File: src/hw/rtl/ske_pkg.sv
// Shared widths, register indexes and defaults of the scalar Kalman estimator.
`timescale 1ns / 1ps
`default_nettype none

package ske_pkg;

   // Field widths of the transactions
   localparam int SAMPLE_W = 16;
   localparam int EST_W    = 32;
   localparam int VAR_W    = 32;

   // Innovation and multiplicand width (one guard bit over the estimate)
   localparam int DIFF_W = EST_W + 1;

   // Default count of fraction bits of every fixed-point value
   localparam int FRAC_BITS_DEF = 16;

   // Configuration port
   localparam int CSR_DATA_W = 32;
   localparam int CSR_ADDR_W = 3;

   typedef enum logic [0:0] {
      CSR_MEAS_VAR = 1'b0,
      CSR_PROC_VAR = 1'b1
   } csr_index_type;

endpackage

`default_nettype wire

File: src/hw/rtl/ske_channels.sv
// Valid/ready channel interfaces for samples in and estimates out.
`timescale 1ns / 1ps
`default_nettype none

interface ske_req_if;
   logic                                valid;
   logic                                ready;
   logic signed [ske_pkg::SAMPLE_W-1:0] sample;

   modport source (output valid, output sample, input ready);
   modport sink   (input valid, input sample, output ready);
endinterface

interface ske_rsp_if;
   logic                             valid;
   logic                             ready;
   logic signed [ske_pkg::EST_W-1:0] estimate;
   logic                             bypassed;

   modport source (output valid, output estimate, output bypassed, input ready);
   modport sink   (input valid, input estimate, input bypassed, output ready);
endinterface

`default_nettype wire

File: src/hw/rtl/ske_div.sv
// Restoring divider: gain = floor(pp * 2^FRAC_BITS / den), one quotient bit a cycle.
`timescale 1ns / 1ps
`default_nettype none

module ske_div #(
   parameter int FRAC_BITS = ske_pkg::FRAC_BITS_DEF
) (
   input  wire logic                         clock,
   input  wire logic                         reset,
   input  wire logic                         start,
   input  wire logic [ske_pkg::VAR_W-1:0]    numer,
   input  wire logic [ske_pkg::VAR_W:0]      denom,
   output logic      [FRAC_BITS-1:0]         quotient,
   output logic                              done
);

   localparam int CNT_W = $clog2(FRAC_BITS + 1);
   localparam int REM_W = ske_pkg::VAR_W + 1;

   logic [REM_W-1:0]     rem_ff, rem_in;
   logic [REM_W-1:0]     den_ff, den_in;
   logic [FRAC_BITS-1:0] quo_ff, quo_in;
   logic [CNT_W-1:0]     cnt_ff, cnt_in;
   logic                 busy_ff, busy_in;
   logic                 done_ff, done_in;

   logic [REM_W:0]       shifted;
   logic [REM_W+1:0]     trial;

   // Shift the partial remainder and try the subtraction
   always_comb begin
      shifted = {rem_ff, 1'b0};
      trial   = {1'b0, shifted} - {2'b00, den_ff};
   end

   // Advance one quotient bit per cycle
   always_comb begin
      rem_in  = rem_ff;
      den_in  = den_ff;
      quo_in  = quo_ff;
      cnt_in  = cnt_ff;
      busy_in = busy_ff;
      done_in = 1'b0;
      if (start) begin
         rem_in  = {1'b0, numer};
         den_in  = denom;
         quo_in  = '0;
         cnt_in  = CNT_W'(FRAC_BITS);
         busy_in = 1'b1;
      end else if (busy_ff) begin
         if (trial[REM_W+1]) begin
            rem_in = shifted[REM_W-1:0];
            quo_in = {quo_ff[FRAC_BITS-2:0], 1'b0};
         end else begin
            rem_in = trial[REM_W-1:0];
            quo_in = {quo_ff[FRAC_BITS-2:0], 1'b1};
         end
         cnt_in = cnt_ff - 1'b1;
         if (cnt_ff == CNT_W'(1)) begin
            busy_in = 1'b0;
            done_in = 1'b1;
         end
      end
   end

   always_ff @(posedge clock) begin
      if (reset) begin
         busy_ff <= 1'b0;
         done_ff <= 1'b0;
         cnt_ff  <= '0;
      end else begin
         busy_ff <= busy_in;
         done_ff <= done_in;
         cnt_ff  <= cnt_in;
      end
      rem_ff <= rem_in;
      den_ff <= den_in;
      quo_ff <= quo_in;
   end

   assign quotient = quo_ff;
   assign done     = done_ff;

endmodule

`default_nettype wire

File: src/hw/rtl/ske_mul.sv
// Bit-serial multiplier: floor(m * x / 2^FRAC_BITS), one multiplier bit a cycle, LSB first.
`timescale 1ns / 1ps
`default_nettype none

module ske_mul #(
   parameter int FRAC_BITS = ske_pkg::FRAC_BITS_DEF
) (
   input  wire logic                                  clock,
   input  wire logic                                  reset,
   input  wire logic                                  start,
   input  wire logic signed [ske_pkg::DIFF_W-1:0]     multiplicand,
   input  wire logic        [FRAC_BITS-1:0]           multiplier,
   output logic signed      [ske_pkg::DIFF_W:0]       product,
   output logic                                       done
);

   localparam int CNT_W = $clog2(FRAC_BITS + 1);
   localparam int ACC_W = ske_pkg::DIFF_W + 1;

   logic signed [ske_pkg::DIFF_W-1:0] x_ff, x_in;
   logic        [FRAC_BITS-1:0]       m_ff, m_in;
   logic signed [ACC_W-1:0]           acc_ff, acc_in;
   logic        [CNT_W-1:0]           cnt_ff, cnt_in;
   logic                              busy_ff, busy_in;
   logic                              done_ff, done_in;

   logic signed [ACC_W:0]             sum;

   // Add the multiplicand for a set bit; the halving keeps the floor exact
   always_comb begin
      sum = {acc_ff[ACC_W-1], acc_ff} + (m_ff[0] ? (ACC_W+1)'(x_ff) : '0);
   end

   always_comb begin
      x_in    = x_ff;
      m_in    = m_ff;
      acc_in  = acc_ff;
      cnt_in  = cnt_ff;
      busy_in = busy_ff;
      done_in = 1'b0;
      if (start) begin
         x_in    = multiplicand;
         m_in    = multiplier;
         acc_in  = '0;
         cnt_in  = CNT_W'(FRAC_BITS);
         busy_in = 1'b1;
      end else if (busy_ff) begin
         acc_in = sum[ACC_W:1];
         m_in   = {1'b0, m_ff[FRAC_BITS-1:1]};
         cnt_in = cnt_ff - 1'b1;
         if (cnt_ff == CNT_W'(1)) begin
            busy_in = 1'b0;
            done_in = 1'b1;
         end
      end
   end

   always_ff @(posedge clock) begin
      if (reset) begin
         busy_ff <= 1'b0;
         done_ff <= 1'b0;
         cnt_ff  <= '0;
      end else begin
         busy_ff <= busy_in;
         done_ff <= done_in;
         cnt_ff  <= cnt_in;
      end
      x_ff   <= x_in;
      m_ff   <= m_in;
      acc_ff <= acc_in;
   end

   assign product = acc_ff;
   assign done    = done_ff;

endmodule

`default_nettype wire

File: src/hw/rtl/scalar_kalman_estimator.sv
// Top level of the scalar Kalman estimator: sequencer, state, register port, output stage.
`timescale 1ns / 1ps
`default_nettype none

// One sample in, one smoothed Q.FRAC_BITS estimate out. A filtered sample passes through
// the forming of the predicted variance, the restoring divider for the gain, the two bit-serial
// multipliers that run side by side for the estimate and the new variance, and the hand-off
// of the transaction to the output register; no new sample is taken until the block is idle
// again. With a measurement variance of zero the scaled sample is returned, flagged as
// bypassed, and the filter state is kept. The output register lets the next sample be
// taken while a result waits. Write the registers only while the block is idle.
module scalar_kalman_estimator #(
   parameter int FRAC_BITS = ske_pkg::FRAC_BITS_DEF
) (
   input  wire logic                               clock,
   input  wire logic                               reset,
   ske_req_if.sink                                 req_ch,
   ske_rsp_if.source                               rsp_ch,
   input  wire logic                               csr_psel,
   input  wire logic                               csr_penable,
   input  wire logic                               csr_pwrite,
   input  wire logic [ske_pkg::CSR_ADDR_W-1:0]     csr_paddr,
   input  wire logic [ske_pkg::CSR_DATA_W-1:0]     csr_pwdata,
   output logic      [ske_pkg::CSR_DATA_W-1:0]     csr_prdata,
   output logic                                    csr_pready
);

   localparam int EST_W  = ske_pkg::EST_W;
   localparam int VAR_W  = ske_pkg::VAR_W;
   localparam int DIFF_W = ske_pkg::DIFF_W;
   localparam int EXT_W  = ske_pkg::SAMPLE_W + FRAC_BITS + EST_W;

   localparam logic signed [EXT_W-1:0] EST_MAX = EXT_W'({1'b0, {(EST_W-1){1'b1}}});
   localparam logic signed [EXT_W-1:0] EST_MIN = -EST_MAX - EXT_W'(1);

   typedef enum logic [4:0] {
      ST_IDLE    = 5'b00001,
      ST_PREDICT = 5'b00010,
      ST_DIVIDE  = 5'b00100,
      ST_MULT    = 5'b01000,
      ST_WRITE   = 5'b10000
   } state_type;

   state_type state_ff, state_in;

   logic [VAR_W-1:0]        meas_var_ff, meas_var_in;
   logic [VAR_W-1:0]        proc_var_ff, proc_var_in;
   logic signed [EST_W-1:0] prior_ff, prior_in;
   logic [VAR_W-1:0]        var_ff, var_in;
   logic signed [EST_W-1:0] scaled_ff, scaled_in;
   logic                    byp_ff, byp_in;
   logic [VAR_W-1:0]        pp_ff, pp_in;
   logic signed [DIFF_W-1:0] diff_ff, diff_in;
   logic                    out_valid_ff, out_valid_in;
   logic signed [EST_W-1:0] out_est_ff, out_est_in;
   logic                    out_byp_ff, out_byp_in;

   logic                    req_take;
   logic                    csr_write;
   ske_pkg::csr_index_type  csr_index;
   logic signed [EXT_W-1:0] scaled_wide;
   logic [VAR_W:0]          pp_sum;
   logic                    div_done;
   logic [FRAC_BITS-1:0]    gain;
   logic [FRAC_BITS-1:0]    one_minus_gain;
   logic signed [DIFF_W:0]  est_prod;
   logic signed [DIFF_W:0]  var_prod;
   logic                    est_done;
   logic                    var_done;
   logic                    out_free;

   // Register port: always ready, write on the access phase
   assign csr_pready = 1'b1;
   assign csr_write  = csr_psel && csr_penable && csr_pwrite;
   assign csr_index  = ske_pkg::csr_index_type'(csr_paddr[ske_pkg::CSR_ADDR_W-1:2]);

   always_comb begin
      meas_var_in = meas_var_ff;
      proc_var_in = proc_var_ff;
      if (csr_write) begin
         unique case (csr_index)
            ske_pkg::CSR_MEAS_VAR: meas_var_in = csr_pwdata;
            ske_pkg::CSR_PROC_VAR: proc_var_in = csr_pwdata;
            default: ;
         endcase
      end
   end

   always_comb begin
      unique case (csr_index)
         ske_pkg::CSR_MEAS_VAR: csr_prdata = meas_var_ff;
         ske_pkg::CSR_PROC_VAR: csr_prdata = proc_var_ff;
         default:               csr_prdata = '0;
      endcase
   end

   // Scale the sample to fixed point and clamp to the estimate range
   always_comb begin
      scaled_wide = EXT_W'(req_ch.sample) <<< FRAC_BITS;
      if (scaled_wide > EST_MAX) begin
         scaled_in = EST_MAX[EST_W-1:0];
      end else if (scaled_wide < EST_MIN) begin
         scaled_in = EST_MIN[EST_W-1:0];
      end else begin
         scaled_in = scaled_wide[EST_W-1:0];
      end
   end

   // Predicted variance, saturating, and the innovation
   always_comb begin
      pp_sum  = {1'b0, var_ff} + {1'b0, proc_var_ff};
      pp_in   = pp_sum[VAR_W] ? {VAR_W{1'b1}} : pp_sum[VAR_W-1:0];
      diff_in = DIFF_W'(scaled_ff) - DIFF_W'(prior_ff);
   end

   assign req_ch.ready = (state_ff == ST_IDLE);
   assign req_take     = req_ch.valid && req_ch.ready;
   assign out_free     = !out_valid_ff || rsp_ch.ready;

   // Gain divider, started as the predicted variance is formed
   ske_div #(
      .FRAC_BITS (FRAC_BITS)
   ) u_div (
      .clock    (clock),
      .reset    (reset),
      .start    (state_ff == ST_PREDICT),
      .numer    (pp_in),
      .denom    ({1'b0, pp_in} + {1'b0, meas_var_ff}),
      .quotient (gain),
      .done     (div_done)
   );

   // 1 - K in FRAC_BITS bits; a zero gain is handled at the update
   assign one_minus_gain = (~gain) + 1'b1;

   ske_mul #(
      .FRAC_BITS (FRAC_BITS)
   ) u_mul_est (
      .clock        (clock),
      .reset        (reset),
      .start        (div_done),
      .multiplicand (diff_ff),
      .multiplier   (gain),
      .product      (est_prod),
      .done         (est_done)
   );

   ske_mul #(
      .FRAC_BITS (FRAC_BITS)
   ) u_mul_var (
      .clock        (clock),
      .reset        (reset),
      .start        (div_done),
      .multiplicand ($signed({1'b0, pp_ff})),
      .multiplier   (one_minus_gain),
      .product      (var_prod),
      .done         (var_done)
   );

   // Sequencer and filter state
   always_comb begin
      state_in     = state_ff;
      byp_in       = byp_ff;
      prior_in     = prior_ff;
      var_in       = var_ff;
      out_valid_in = out_valid_ff && !rsp_ch.ready;
      out_est_in   = out_est_ff;
      out_byp_in   = out_byp_ff;
      unique case (state_ff)
         ST_IDLE: begin
            if (req_take) begin
               byp_in   = (meas_var_ff == '0);
               state_in = (meas_var_ff == '0) ? ST_WRITE : ST_PREDICT;
            end
         end
         ST_PREDICT: begin
            state_in = ST_DIVIDE;
         end
         ST_DIVIDE: begin
            if (div_done) begin
               state_in = ST_MULT;
            end
         end
         ST_MULT: begin
            if (est_done) begin
               prior_in = prior_ff + est_prod[EST_W-1:0];
               var_in   = (gain == '0) ? pp_ff : var_prod[VAR_W-1:0];
               state_in = ST_WRITE;
            end
         end
         ST_WRITE: begin
            if (out_free) begin
               out_valid_in = 1'b1;
               out_est_in   = byp_ff ? scaled_ff : prior_ff;
               out_byp_in   = byp_ff;
               state_in     = ST_IDLE;
            end
         end
         default: begin
            state_in = ST_IDLE;
         end
      endcase
   end

   always_ff @(posedge clock) begin
      if (reset) begin
         state_ff     <= ST_IDLE;
         meas_var_ff  <= '0;
         proc_var_ff  <= '0;
         prior_ff     <= '0;
         var_ff       <= VAR_W'(1) << FRAC_BITS;
         out_valid_ff <= 1'b0;
         byp_ff       <= 1'b0;
      end else begin
         state_ff     <= state_in;
         meas_var_ff  <= meas_var_in;
         proc_var_ff  <= proc_var_in;
         prior_ff     <= prior_in;
         var_ff       <= var_in;
         out_valid_ff <= out_valid_in;
         byp_ff       <= byp_in;
      end
      if (req_take) begin
         scaled_ff <= scaled_in;
      end
      if (state_ff == ST_PREDICT) begin
         pp_ff   <= pp_in;
         diff_ff <= diff_in;
      end
      out_est_ff <= out_est_in;
      out_byp_ff <= out_byp_in;
   end

   assign rsp_ch.valid    = out_valid_ff;
   assign rsp_ch.estimate = out_est_ff;
   assign rsp_ch.bypassed = out_byp_ff;

   // The two multipliers run in lockstep
   a_mul_lockstep: assert property (@(posedge clock) disable iff (reset)
      est_done == var_done)
      else $error("multipliers out of step");

   // Divider and multipliers finish only in their own states
   a_done_state: assert property (@(posedge clock) disable iff (reset)
      (div_done |-> state_ff == ST_DIVIDE) and (est_done |-> state_ff == ST_MULT))
      else $error("unit finished outside its state");

   // A bypassed sample leaves the filter state alone
   a_bypass_keeps_state: assert property (@(posedge clock) disable iff (reset)
      (req_take && meas_var_ff == '0) |=> $stable(prior_ff) && $stable(var_ff))
      else $error("bypass changed filter state");

   // The update never raises the variance above its prediction
   a_var_shrinks: assert property (@(posedge clock) disable iff (reset)
      (state_ff == ST_MULT && est_done) |=> var_ff <= $past(pp_ff))
      else $error("variance grew on update");

   // A waiting result is not overwritten
   a_out_held: assert property (@(posedge clock) disable iff (reset)
      (state_ff == ST_WRITE && out_valid_ff && !rsp_ch.ready) |=> state_ff == ST_WRITE)
      else $error("result overwritten");

endmodule

`default_nettype wire
File: src/flat_wrapper.sv
// flat-port wrapper written by rule: the top's interface ports become plain ports
module scalar_kalman_estimator_flat 
#(
   parameter int FRAC_BITS = ske_pkg::FRAC_BITS_DEF
)
  (clock, reset, csr_psel, csr_penable, csr_pwrite, csr_paddr, csr_pwdata, csr_prdata, csr_pready, req_ch_valid, req_ch_sample, req_ch_ready, rsp_ch_valid, rsp_ch_estimate, rsp_ch_bypassed, rsp_ch_ready);
  ske_req_if req_ch_i ();
  ske_rsp_if rsp_ch_i ();
  input  wire logic clock;
  input  wire logic reset;
  input  wire logic csr_psel;
  input  wire logic csr_penable;
  input  wire logic csr_pwrite;
  input  wire logic [ske_pkg::CSR_ADDR_W-1:0] csr_paddr;
  input  wire logic [ske_pkg::CSR_DATA_W-1:0] csr_pwdata;
  output logic      [ske_pkg::CSR_DATA_W-1:0] csr_prdata;
  output logic csr_pready;
  input wire logic [$bits(req_ch_i.valid)-1:0] req_ch_valid;
  input wire logic [$bits(req_ch_i.sample)-1:0] req_ch_sample;
  output wire logic [$bits(req_ch_i.ready)-1:0] req_ch_ready;
  output wire logic [$bits(rsp_ch_i.valid)-1:0] rsp_ch_valid;
  output wire logic [$bits(rsp_ch_i.estimate)-1:0] rsp_ch_estimate;
  output wire logic [$bits(rsp_ch_i.bypassed)-1:0] rsp_ch_bypassed;
  input wire logic [$bits(rsp_ch_i.ready)-1:0] rsp_ch_ready;
  assign req_ch_i.valid = req_ch_valid;
  assign req_ch_i.sample = req_ch_sample;
  assign req_ch_ready = req_ch_i.ready;
  assign rsp_ch_valid = rsp_ch_i.valid;
  assign rsp_ch_estimate = rsp_ch_i.estimate;
  assign rsp_ch_bypassed = rsp_ch_i.bypassed;
  assign rsp_ch_i.ready = rsp_ch_ready;
  scalar_kalman_estimator #(.FRAC_BITS(FRAC_BITS)) u_core (.clock(clock), .reset(reset), .req_ch(req_ch_i), .rsp_ch(rsp_ch_i), .csr_psel(csr_psel), .csr_penable(csr_penable), .csr_pwrite(csr_pwrite), .csr_paddr(csr_paddr), .csr_pwdata(csr_pwdata), .csr_prdata(csr_prdata), .csr_pready(csr_pready));
endmodule
File: config.mk
export PLATFORM = sky130hd
export DESIGN_NAME = scalar_kalman_estimator_flat
export DESIGN_NICKNAME = d
export VERILOG_FILES = /design/src/hw/rtl/ske_pkg.sv /design/src/hw/rtl/ske_channels.sv /design/src/hw/rtl/ske_div.sv /design/src/hw/rtl/ske_mul.sv /design/src/hw/rtl/scalar_kalman_estimator.sv /design/src/flat_wrapper.sv
export SDC_FILE = /design/constraint.sdc
export NUM_CORES = 1
export LEC_CHECK = 0
export BUFFER_PORTS_ARGS = -buffer_cell sky130_fd_sc_hd__buf_2
export CAP_MARGIN = 10
export CORE_MARGIN = 2
export CORE_UTILIZATION = 55
export CTS_BUF_LIST = sky130_fd_sc_hd__clkbuf_2
export DETAILED_ROUTE_END_ITERATION = 10
export PLACE_DENSITY_LB_ADDON = 0.3
export SLEW_MARGIN = 20
export SYNTH_ARGS = -nofsm -noshare
export SYNTH_HDL_FRONTEND = slang
export SYNTH_SLANG_ARGS = --single-unit
File: constraint.sdc
create_clock -name clock -period 7.3 [get_ports clock]
set_input_delay 0.73 -clock clock [delete_from_list [all_inputs] [get_ports clock]]
set_output_delay 0.73 -clock clock [all_outputs]
set_load 0.02 [all_outputs]
---- Word-level counts from Yosys, hierarchy flattened ----
Cells that the tools add are included.
storage, ports and cells
  output and inout port bits .............. 68
  bits of input ports ..................... 58
  bits in registers ....................... 532
  logic and storage cells ................. 124
cells by class
  $lt $le $gt $ge ......................... 2
  multiplexer cells ....................... 40
  equality and inequality tests ........... 12
  reduce and logical (&&, ||, !) cells .... 22
  bitwise operators ....................... 4
  add/subtract/negate cells ............... 11
operators with widths
  cell                     number
  $mux W32                 7
  $add A35 B35 Y35         2
  $add A32 B32 Y33         2
  $mux W16                 4
  $pmux W32 S2             1
  $mux W5                  11
  $mux W35                 1
  $sub A34 B33 Y35         1
  $mux W33                 1
  $sub A32 B32 Y33         1
  $add A32 B32 Y32         1
  $gt A32 B32 Y1 const B   1
  $logic_not A32 Y1        1
  $lt A32 B32 Y1 const B   1
  $pmux W5 S5              1
  $eq A5 B1 Y1 const B     4
  $add A16 B1 Y16 const B  1
  $logic_not A16 Y1        1
  $not A16 Y16             1
  $sub A5 B1 Y5 const B    3
  $mux W1                  14
  $reduce_and A2 Y1        5
  $ne A2 B2 Y1 const B     3
  $reduce_bool A2 Y1       3
  12 further kinds         20

---- Depth between registers and ports, before layout ----
Gate-level depths: netlist of the first run.
  word-level depth ........................ 4
  depth in mapped cells ................... 26
  depth with buffers taken out ............ 25

---- Cells and area by module ----
From an unflattened synthesis of the first run, not the netlist that was laid out.
unflattened totals
  cells, all modules ...................... 3,325
  area, all modules ....................... 31,261.2 um^2
modules (own cells, without submodules)
  module                      area an instance (um^2)  seq. area each (um^2)  instances  cells an instance
  scalar_kalman_estimator     15,381.0                 6,125.9                1          1,700
  ske_div                     5,430.2                  2,432.3                1          565
  ske_mul (u_core.u_mul_var)  5,231.3                  2,292.2                1          531
  ske_mul (u_core.u_mul_est)  5,218.8                  2,292.2                1          529

---- Worst setup path after synthesis of the first run ----
Ideal clock, no wire load.
  kind .................................... flip-flop to flip-flop
  start ................................... register u_core.var_ff[0]
  end ..................................... register u_core.u_div.den_ff[26] (data pin)
  stages on the path, launching flop included .. 26
  setup time .............................. 258 ps
  clock period less this slack ............ 5,260 ps
  data arrival time ....................... 5,002 ps
  required time ........................... 7,042 ps
  path buffers ............................ 2
  path slack .............................. 2,040 ps
  path through ............................ dfxtp_1 -> ha_1 -> fa_1 -> a211oi_1 -> o211ai_1 -> a21oi_2 -> nor2_1 -> nand4_1 -> a31oi_1 -> a311o_1 -> a21oi_4 -> buf_6 -> o21ai_0 -> ha_1 -> clkbuf_1 -> a21o_1 -> a21o_1 -> a21o_1 -> a211oi_1 -> nor2_1 -> o21a_1 -> a311oi_2 -> o21ai_1 -> a21o_1 -> a21oi_1 -> xnor2_1
between the ends
  word-level cells in the longest chain between the ends .. 3
ends and longest elaborated chain
  item                             RTL line                        RTL
  start, declared                  scalar_kalman_estimator.sv:49   logic [VAR_W-1:0] var_ff, var_in;
  start signal, assigned           scalar_kalman_estimator.sv:211  var_ff <= VAR_W'(1) << FRAC_BITS;
  start signal, assigned           scalar_kalman_estimator.sv:219  var_ff <= var_in;
  $add A32 B32 Y33                 scalar_kalman_estimator.sv:111  pp_sum = {1'b0, var_ff} + {1'b0, proc_var_ff};
  $mux W32                         scalar_kalman_estimator.sv:112  pp_in = pp_sum[VAR_W] ? {VAR_W{1'b1}} : pp_sum[VAR_W-1:0];
  via u_core.pp_in[15]             scalar_kalman_estimator.sv:52   logic [VAR_W-1:0] pp_ff, pp_in;
  $add A32 B32 Y33                 scalar_kalman_estimator.sv:128  .denom ({1'b0, pp_in} + {1'b0, meas_var_ff}),
  via u_core.u_div.denom, one bit  ske_div.sv:12                   input wire logic [ske_pkg::VAR_W:0] denom,
  end signal, assigned             ske_div.sv:77                   den_ff <= den_in;
  end, declared                    ske_div.sv:21                   logic [REM_W-1:0] den_ff, den_in;
The timed path passes the listed nets, and every way through them passes these cells.
A chain may end at the register's enable or synchronous reset.

---- Worst setup path after layout of the first run ----
  start ................................... register u_core.var_ff[0]
  end ..................................... register u_core.u_div.den_ff[31] (data pin)
The elaborated chain is that of the path after synthesis.

==> results.toml, run 1 <==
[outcome]
outcome = "completed"

[timing]
final.setup.worst_slack_ns = 0.9231
timing.slew.headroom_pct = 24.47
finalHoldViolCount = 0
max_freq_mhz = 156.8
finalMaxSlewViolations = 0
worstMarginPinSlew_ns = 1.131
skew_ns = 0.1022
setup_violations = 0
period_needed_ns = 6.377
timing.final.crit_share_pct = 87.35
finalSetupTns_ns = 0
rsz0062_at_grt = "false"

[detailed_routing]
first_pass_iters = 5
drtAntennaViolNets = 0
wl_per_cell_um = 17.62
dr.first_iter.drc_count = 1424
wl_mm = 73.40
drcViolationCount = 0
viasPerCell = 5.799
vias = 24152

[critical_path]
arrival_ns = 7.45
crit_type = "register to register"
start_kind = "register"
cp_max_fo = 16
worstSetupEndpointType = "register"
regToRegSetupSlack_ns = 0.92
cp.required_ns = 8.37

[synth]
synth_nets = 3394
ys_types = 91
ys_ff_latch = 516
async_flop_share_pct = 0
yosysTopAreaCellShare_pct = 27.67
yosysTopAreaCell = "edfxtp_1"
yosys-top-cells-area = "edfxtp_1 (28%), dfxtp_1 (16%), ha_1 (9.0%)"
yosys_warnings = 0
yosysMostFrequentCell = "nand2_1"
seq_area_frac_synth_pct = 43.71
netlist_instances = 3115
synth_common_cells = "nand2_1 (309), nor2_1 (293), a21oi_1 (287), edfxtp_1 (276), dfxtp_1 (240)"
avgSynthCellArea_sq_um = 9.616
netlist_area_sq_um = 29950
synth_ff_type = "edfxtp_1"
synth-edff-count = 276

[place]
place_area_sq_um = 31160
dp_cells = 3831
io_buffers = 122
dp_slack_ns = 0.8998
dp_hpwl_mm = 51.14
gp_congestion = 0.9256

[clocking]
cts_made_buffers = 140
cts.sinks = 516
cts-root-buf = "clkbuf_2"
clockBufferDepth = 3
htreeDepth = 4
clkSlewWorstSetupHoldPaths_ns = 0.10
cts_tree = "built"
insertion_delay_ns = 1.33

[power]
switching_share_pct = 33.72
power_density_nw_per_um2 = 227.4
seqPwrFrac_pct = 45.8
pwr-share-clk_pct = 28.8
p_comb_share_pct = 25.5
power_mw = 7.570
peakVddDrop_mv = 0.1465
p_leak_nw = 14.26
internal-power_mw = 5.017
p_sw_mw = 2.552

[global_routing]
grt_pass1_vias = 24093
grt_use_total_pct = 25.97
grt_pass1_wl_mm = 118.0
overflow = 0
grt_max_degree = 96
antenna_found_initial = 1

[finish]
areaGrowthSynthToFinish_pct = 11.15
num-fill-cells = 4468
final_area_sq_um = 33290
multi_input_area_sq_um = 15970
fin_cells = 4165
seq_area_sq_um = 13100
drive_gt1_share_pct = 13.94
final_nets = 3632

[floorplan]
design.core.area_sq_um = 53810
rows = 85
die_h_um = 237.4
die_w_um = 237.4
dieArea_sq_um = 56340
initial_utilization_pct = 55.66
ioPinCount = 126

[run]
maxCapViolCount = 0

[hold_path]
hold_path.class = "input port to register"
==> layer usage <==
layer / share of wire [%] / track usage, % / up-vias / wire length, um
li1: - / - / 11801 / -
met1: 43 / 32.00 / 11416 / 31400
met2: 48 / 43.91 / 762 / 35450
met3: 6.0 / 5.191 / 173 / 4389
met4: 2.9 / 12.08 / 0 / 2162
met5: 0 / 0 / - / 0
==> worst paths after layout <==
kind / startpoint / end / depth (start not counted)
setup / recovery: u_core.var_ff[0]$_SDFFE_PP0P_ / u_core.u_div.den_ff[31]$_DFFE_PP_ / 24
hold / removal: req_ch_sample[14] / u_core.scaled_ff[30]$_DFFE_PP_ / 2
setup reg to reg: u_core.var_ff[0]$_SDFFE_PP0P_ / u_core.u_div.den_ff[31]$_DFFE_PP_ / 24
hold reg to reg: u_core.diff_ff[23]$_DFFE_PP_ / u_core.u_mul_est.x_ff[23]$_DFFE_PP_ / 0
==> cell families (layout without fill, tap and decap cells) <==
group	Yosys count	after routing	synth area share [%]
fa+ha+maj	221	221	9.382
flops	516	516	43.71
simple gates	1011	1011	15.97
compound gates	768	768	16.47
other cells	1	5	0.01252
xor+xnor	203	203	5.936
mux	155	155	5.426
buf+inv	240	590	3.087
==> sequential cells by signal (all words and copies together) (netlist names), 32 cells and up <==
signal	count
u_core.u_mul_var.product	34
u_core.meas_var_ff	32
u_core.var_ff	32
u_core.diff_ff	33
u_core.u_div.rem_ff	33
u_core.prior_ff	32
u_core.rsp_ch.estimate	32
u_core.u_mul_var.x_ff	32
u_core.pp_ff	32
u_core.u_mul_est.x_ff	33
u_core.proc_var_ff	32
u_core.u_div.den_ff	33
u_core.u_mul_est.product	34
==> final cells by class <==
| class | instances | share of cell area, % |
|---|---|---|
| inverter | 117 | 1.327 |
| clock inverter | 38 | 0.7968 |
| clock buffer | 216 | 3.247 |
| multi-input combinational | 2359 | 47.97 |
| tap | 696 | 2.616 |
| antenna | 4 | 0.03007 |
| sequential | 516 | 39.34 |
| timing repair buffer | 219 | 4.668 |
==> repair_timing <==
action                    CTS  global route
gates resized for setup     0             0
hold endpoints to repair  130             0
hold buffers               75             0
buffers inserted            0             0
==> power groups by stage <==
| stage | combinational [mW] | sequential (mW) | clock (mW) |
|---|---|---|---|
| after floorplan | 1.42 | 3.48 | 0 |
| after CTS | 1.91 | 3.46 | 2.25 |
| final | 1.93 | 3.46 | 2.18 |
| after global routing | 2.12 | 3.48 | 2.38 |
| after global placement | 1.80 | 3.52 | 0 |
| after detailed placement | 1.87 | 3.52 | 0 |
==> through the flow <==
| step | hold WS, ns | utilization [%] |
|---|---|---|
| after detailed placement | 0.4045 | 57.90 |
| after global routing | 0.03980 | 61.85 |
| after floorplan | 0.4003 | - |
| after global placement | 0.4009 | 57.90 |
| after CTS | 0.003113 | 61.80 |
| final | 0.1509 | 61.86 |
==> worst max-delay path, stage by stage (launching register included) <==
cell	delay, ns
dfxtp_1	0.31
ha_1	0.24
fa_1	0.43
a211oi_1	0.39
o211ai_1	0.23
a21oi_2	0.23
nor2_1	0.09
nand4_1	0.20
a31oi_1	0.16
a311o_1	0.43
a21oi_4	0.48
buf_4	0.28
nand2_1	0.12
ha_1	0.36
a211oi_1	0.37
nand2b_1	0.09
nand3_1	0.09
o21ba_2	0.20
a31o_2	0.28
a211oi_1	0.21
nor2_1	0.14
a311o_1	0.41
a31o_1	0.22
a21oi_1	0.16
xnor2_1	0.07
==> cells in the final DEF, fill, tap and decap left out, types with 53 or more instances in the layout <==
| cell | instances |
|---|---|
| nand2_1 | 309 |
| nor2_1 | 290 |
| a21oi_1 | 287 |
| edfxtp_1 | 276 |
| dfxtp_1 | 238 |
| clkbuf_2 | 216 |
| ha_1 | 215 |
| xnor2_1 | 149 |
| buf_2 | 121 |
| o21ai_0 | 118 |
| inv_1 | 115 |
| mux2i_1 | 96 |
| a21o_1 | 94 |
| and2_1 | 78 |
| dlygate4sd3_1 | 75 |
| a211oi_1 | 66 |
| mux2_2 | 59 |
| xor2_1 | 54 |
| nand2b_1 | 53 |
| nor3_1 | 53 |
| nor2b_1 | 53 |
No activity file was read; power rests on OpenSTA's default activity.
==> inputs of run 2 (changes only) <==
--- a/config.mk
+++ b/config.mk
@@ -12,7 +12,9 @@
 export CTS_BUF_LIST = sky130_fd_sc_hd__clkbuf_2
 export DETAILED_ROUTE_END_ITERATION = 10
 export PLACE_DENSITY_LB_ADDON = 0.3
+export SETUP_SLACK_MARGIN = 0.5
 export SLEW_MARGIN = 20
 export SYNTH_ARGS = -nofsm -noshare
 export SYNTH_HDL_FRONTEND = slang
+export SYNTH_HIERARCHICAL = 1
 export SYNTH_SLANG_ARGS = --single-unit
==> run 2 against run 1 <==
  * Non-clock buffer count rose by 2
  * Area after synthesis up 4.3%
  * Die area is 4.2% higher
  * Final cell count rose by 5.8%
  * Clock skew decreased by 0.026 ns
  * Sequential share of layout area down 1.3 points
  * Worst setup slack gained 0.065 ns
  * Critical path type unchanged
  * Maximum frequency increased by 1.0%
  * Combinational power is 17% higher
  * First-iteration DRC count increased by 46%
  * Wire length increased by 14%
  * Final area increased by 3.6%
==> results.toml, run 2 <==
[critical_path]
start_kind = "register"
worstSetupEndpointType = "register"
crit_type = "register to register"
cp.required_ns = 8.37
slowest_stage = "a211oi_1"
path_common_cell = "a21oi_1"
crit_path_max_incr_delay_ns = 0.60
arrival_ns = 7.38
cp_max_fo = 13
ff2ff_path_depth = 23
crit_chain = "ha_1, fa_1, a21oi_1, o21ai_0, a21oi_1, o21bai_1, a21oi_1, a21o_1, and3b_1, o31a_2, nand2b_1, ha_1, inv_1, fa_1, nand2b_1, a21oi_1, o21a_1, a311o_1, and2_1, a41oi_2, a211oi_1, o21ai_0, xnor2_1"

[power]
p_leak_nw = 14.41
power_density_nw_per_um2 = 232.8
power_mw = 8.031
peakVddDrop_mv = 0.1385

[clocking]
htreeDepth = 4
clkSlewWorstSetupHoldPaths_ns = 0.11
cts-root-buf = "clkbuf_2"
insertion_delay_ns = 1.33
cts_tree = "built"
clockBufferDepth = 3
cts.sinks = 517
cts_made_buffers = 141

[timing]
max_freq_mhz = 158.4
setup_violations = 0
finalMaxSlewViolations = 0
skew_ns = 0.07611
worstMarginPinSlew_ns = 1.082
finalHoldViolCount = 0
timing.slew.headroom_pct = 27.74
rsz0062_at_grt = "false"
finalSetupTns_ns = 0
timing.final.crit_share_pct = 86.46
period_needed_ns = 6.312

[global_routing]
grt_pass1_wl_mm = 133.4
overflow = 0
grt_use_total_pct = 28.13
grt_pass1_vias = 25964
grt_max_degree = 98
antenna_found_initial = 3

[floorplan]
dieArea_sq_um = 58710
die_h_um = 242.3
initial_utilization_pct = 55.50
die_w_um = 242.3
design.core.area_sq_um = 56280
ioPinCount = 126
rows = 87

[synth]
netlist_area_sq_um = 31230
synth_nets = 3604
netlist_instances = 3323
yosys_warnings = 6
avgSynthCellArea_sq_um = 9.399

[place]
place_area_sq_um = 32320
io_buffers = 122
dp_cells = 4073
dp_hpwl_mm = 60.06
gp_congestion = 0.9421

[finish]
final_cell_mix = "nand2_1 (436), a21oi_1 (278), edfxtp_1 (277), nor2_1 (252), dfxtp_1 (239)"
multi_input_area_sq_um = 17080
num-fill-cells = 4797
areaGrowthSynthToFinish_pct = 10.44
final_common_cell = "nand2_1"
final_nets = 3818
fin_cells = 4406
final_area_sq_um = 34490
drive_gt1_share_pct = 14.36
final_util_pct = 61.29
seq_area_sq_um = 13130

[detailed_routing]
first_pass_iters = 5
vias = 26140
viasPerCell = 5.933
wl_per_cell_um = 18.97
wl_mm = 83.58
drcViolationCount = 0
drtAntennaViolNets = 0
dr.first_iter.drc_count = 2083

[hold_path]
hold_path.class = "input port to register"
min_path_cells = 6

[run]
maxCapViolCount = 0

[outcome]
outcome = "completed"
-- run 2: per-layer routing --
layer	up-vias	wire, um	track usage (%)
met2	891	38800	45.52
met1	12491	36960	36.79
li1	12584	-	-
met5	-	0	0
met4	0	2690	12.16
met3	174	5136	5.461
-- run 2: critical path: cells and delay by family, from the launching register on --
kind | cells | cell delay [ns]
fa+ha+maj | 4 | 1.02
xor+xnor | 1 | 0.17
flops | 1 | 0.38
simple gates | 4 | 0.81
buf+inv | 1 | 0.07
compound gates | 13 | 3.63
-- run 2: final timing paths --
path / end / startpoint / slack [ns]
min reg2reg: u_core/u_mul_est/x_ff[15]$_DFFE_PP_ / u_core/diff_ff[15]$_DFFE_PP_ / 0.40
max: u_core/u_div/den_ff[30]$_DFFE_PP_ / u_core/proc_var_ff[0]$_SDFFE_PP0P_ / 0.99
min: u_core/meas_var_ff[13]$_SDFFE_PP0P_ / csr_psel / 0.19
max reg2reg: u_core/u_div/den_ff[30]$_DFFE_PP_ / u_core/proc_var_ff[0]$_SDFFE_PP0P_ / 0.99
-- run 2: final cells by class --
type,instances,area share [%]
diodes,2,0.01451
multi-input cells,2550,49.51
repair buffers,221,4.495
inverters,106,1.154
clock buffers,209,3.033
flip-flops and latches,517,38.06
well taps,756,2.742
clock inverters,45,0.9976
-- run 2: through the flow --
| stage | hold slack (ns) | setup WS [ns] |
|---|---|---|
| after floorplan | 0.4003 | 1.527 |
| after global placement | 0.4007 | 1.002 |
| after detailed placement | 0.4045 | 0.8529 |
| after CTS | 0.0008643 | 0.9031 |
| after global routing | 0.08707 | 0.6675 |
| final | 0.1949 | 0.9881 |
-- run 2: power by group --
group          switching [mW]  internal, mW
registers               0.194          3.35
clock network            1.28         0.953
logic                    1.37         0.891
total                    2.84          5.19
-- run 2: repair_timing --
item,4_1_cts,5_1_grt
hold buffers,76,0
endpoints found under the hold margin,126,0
setup endpoints to repair,0,1
resized for setup,0,1
buffers inserted,0,0
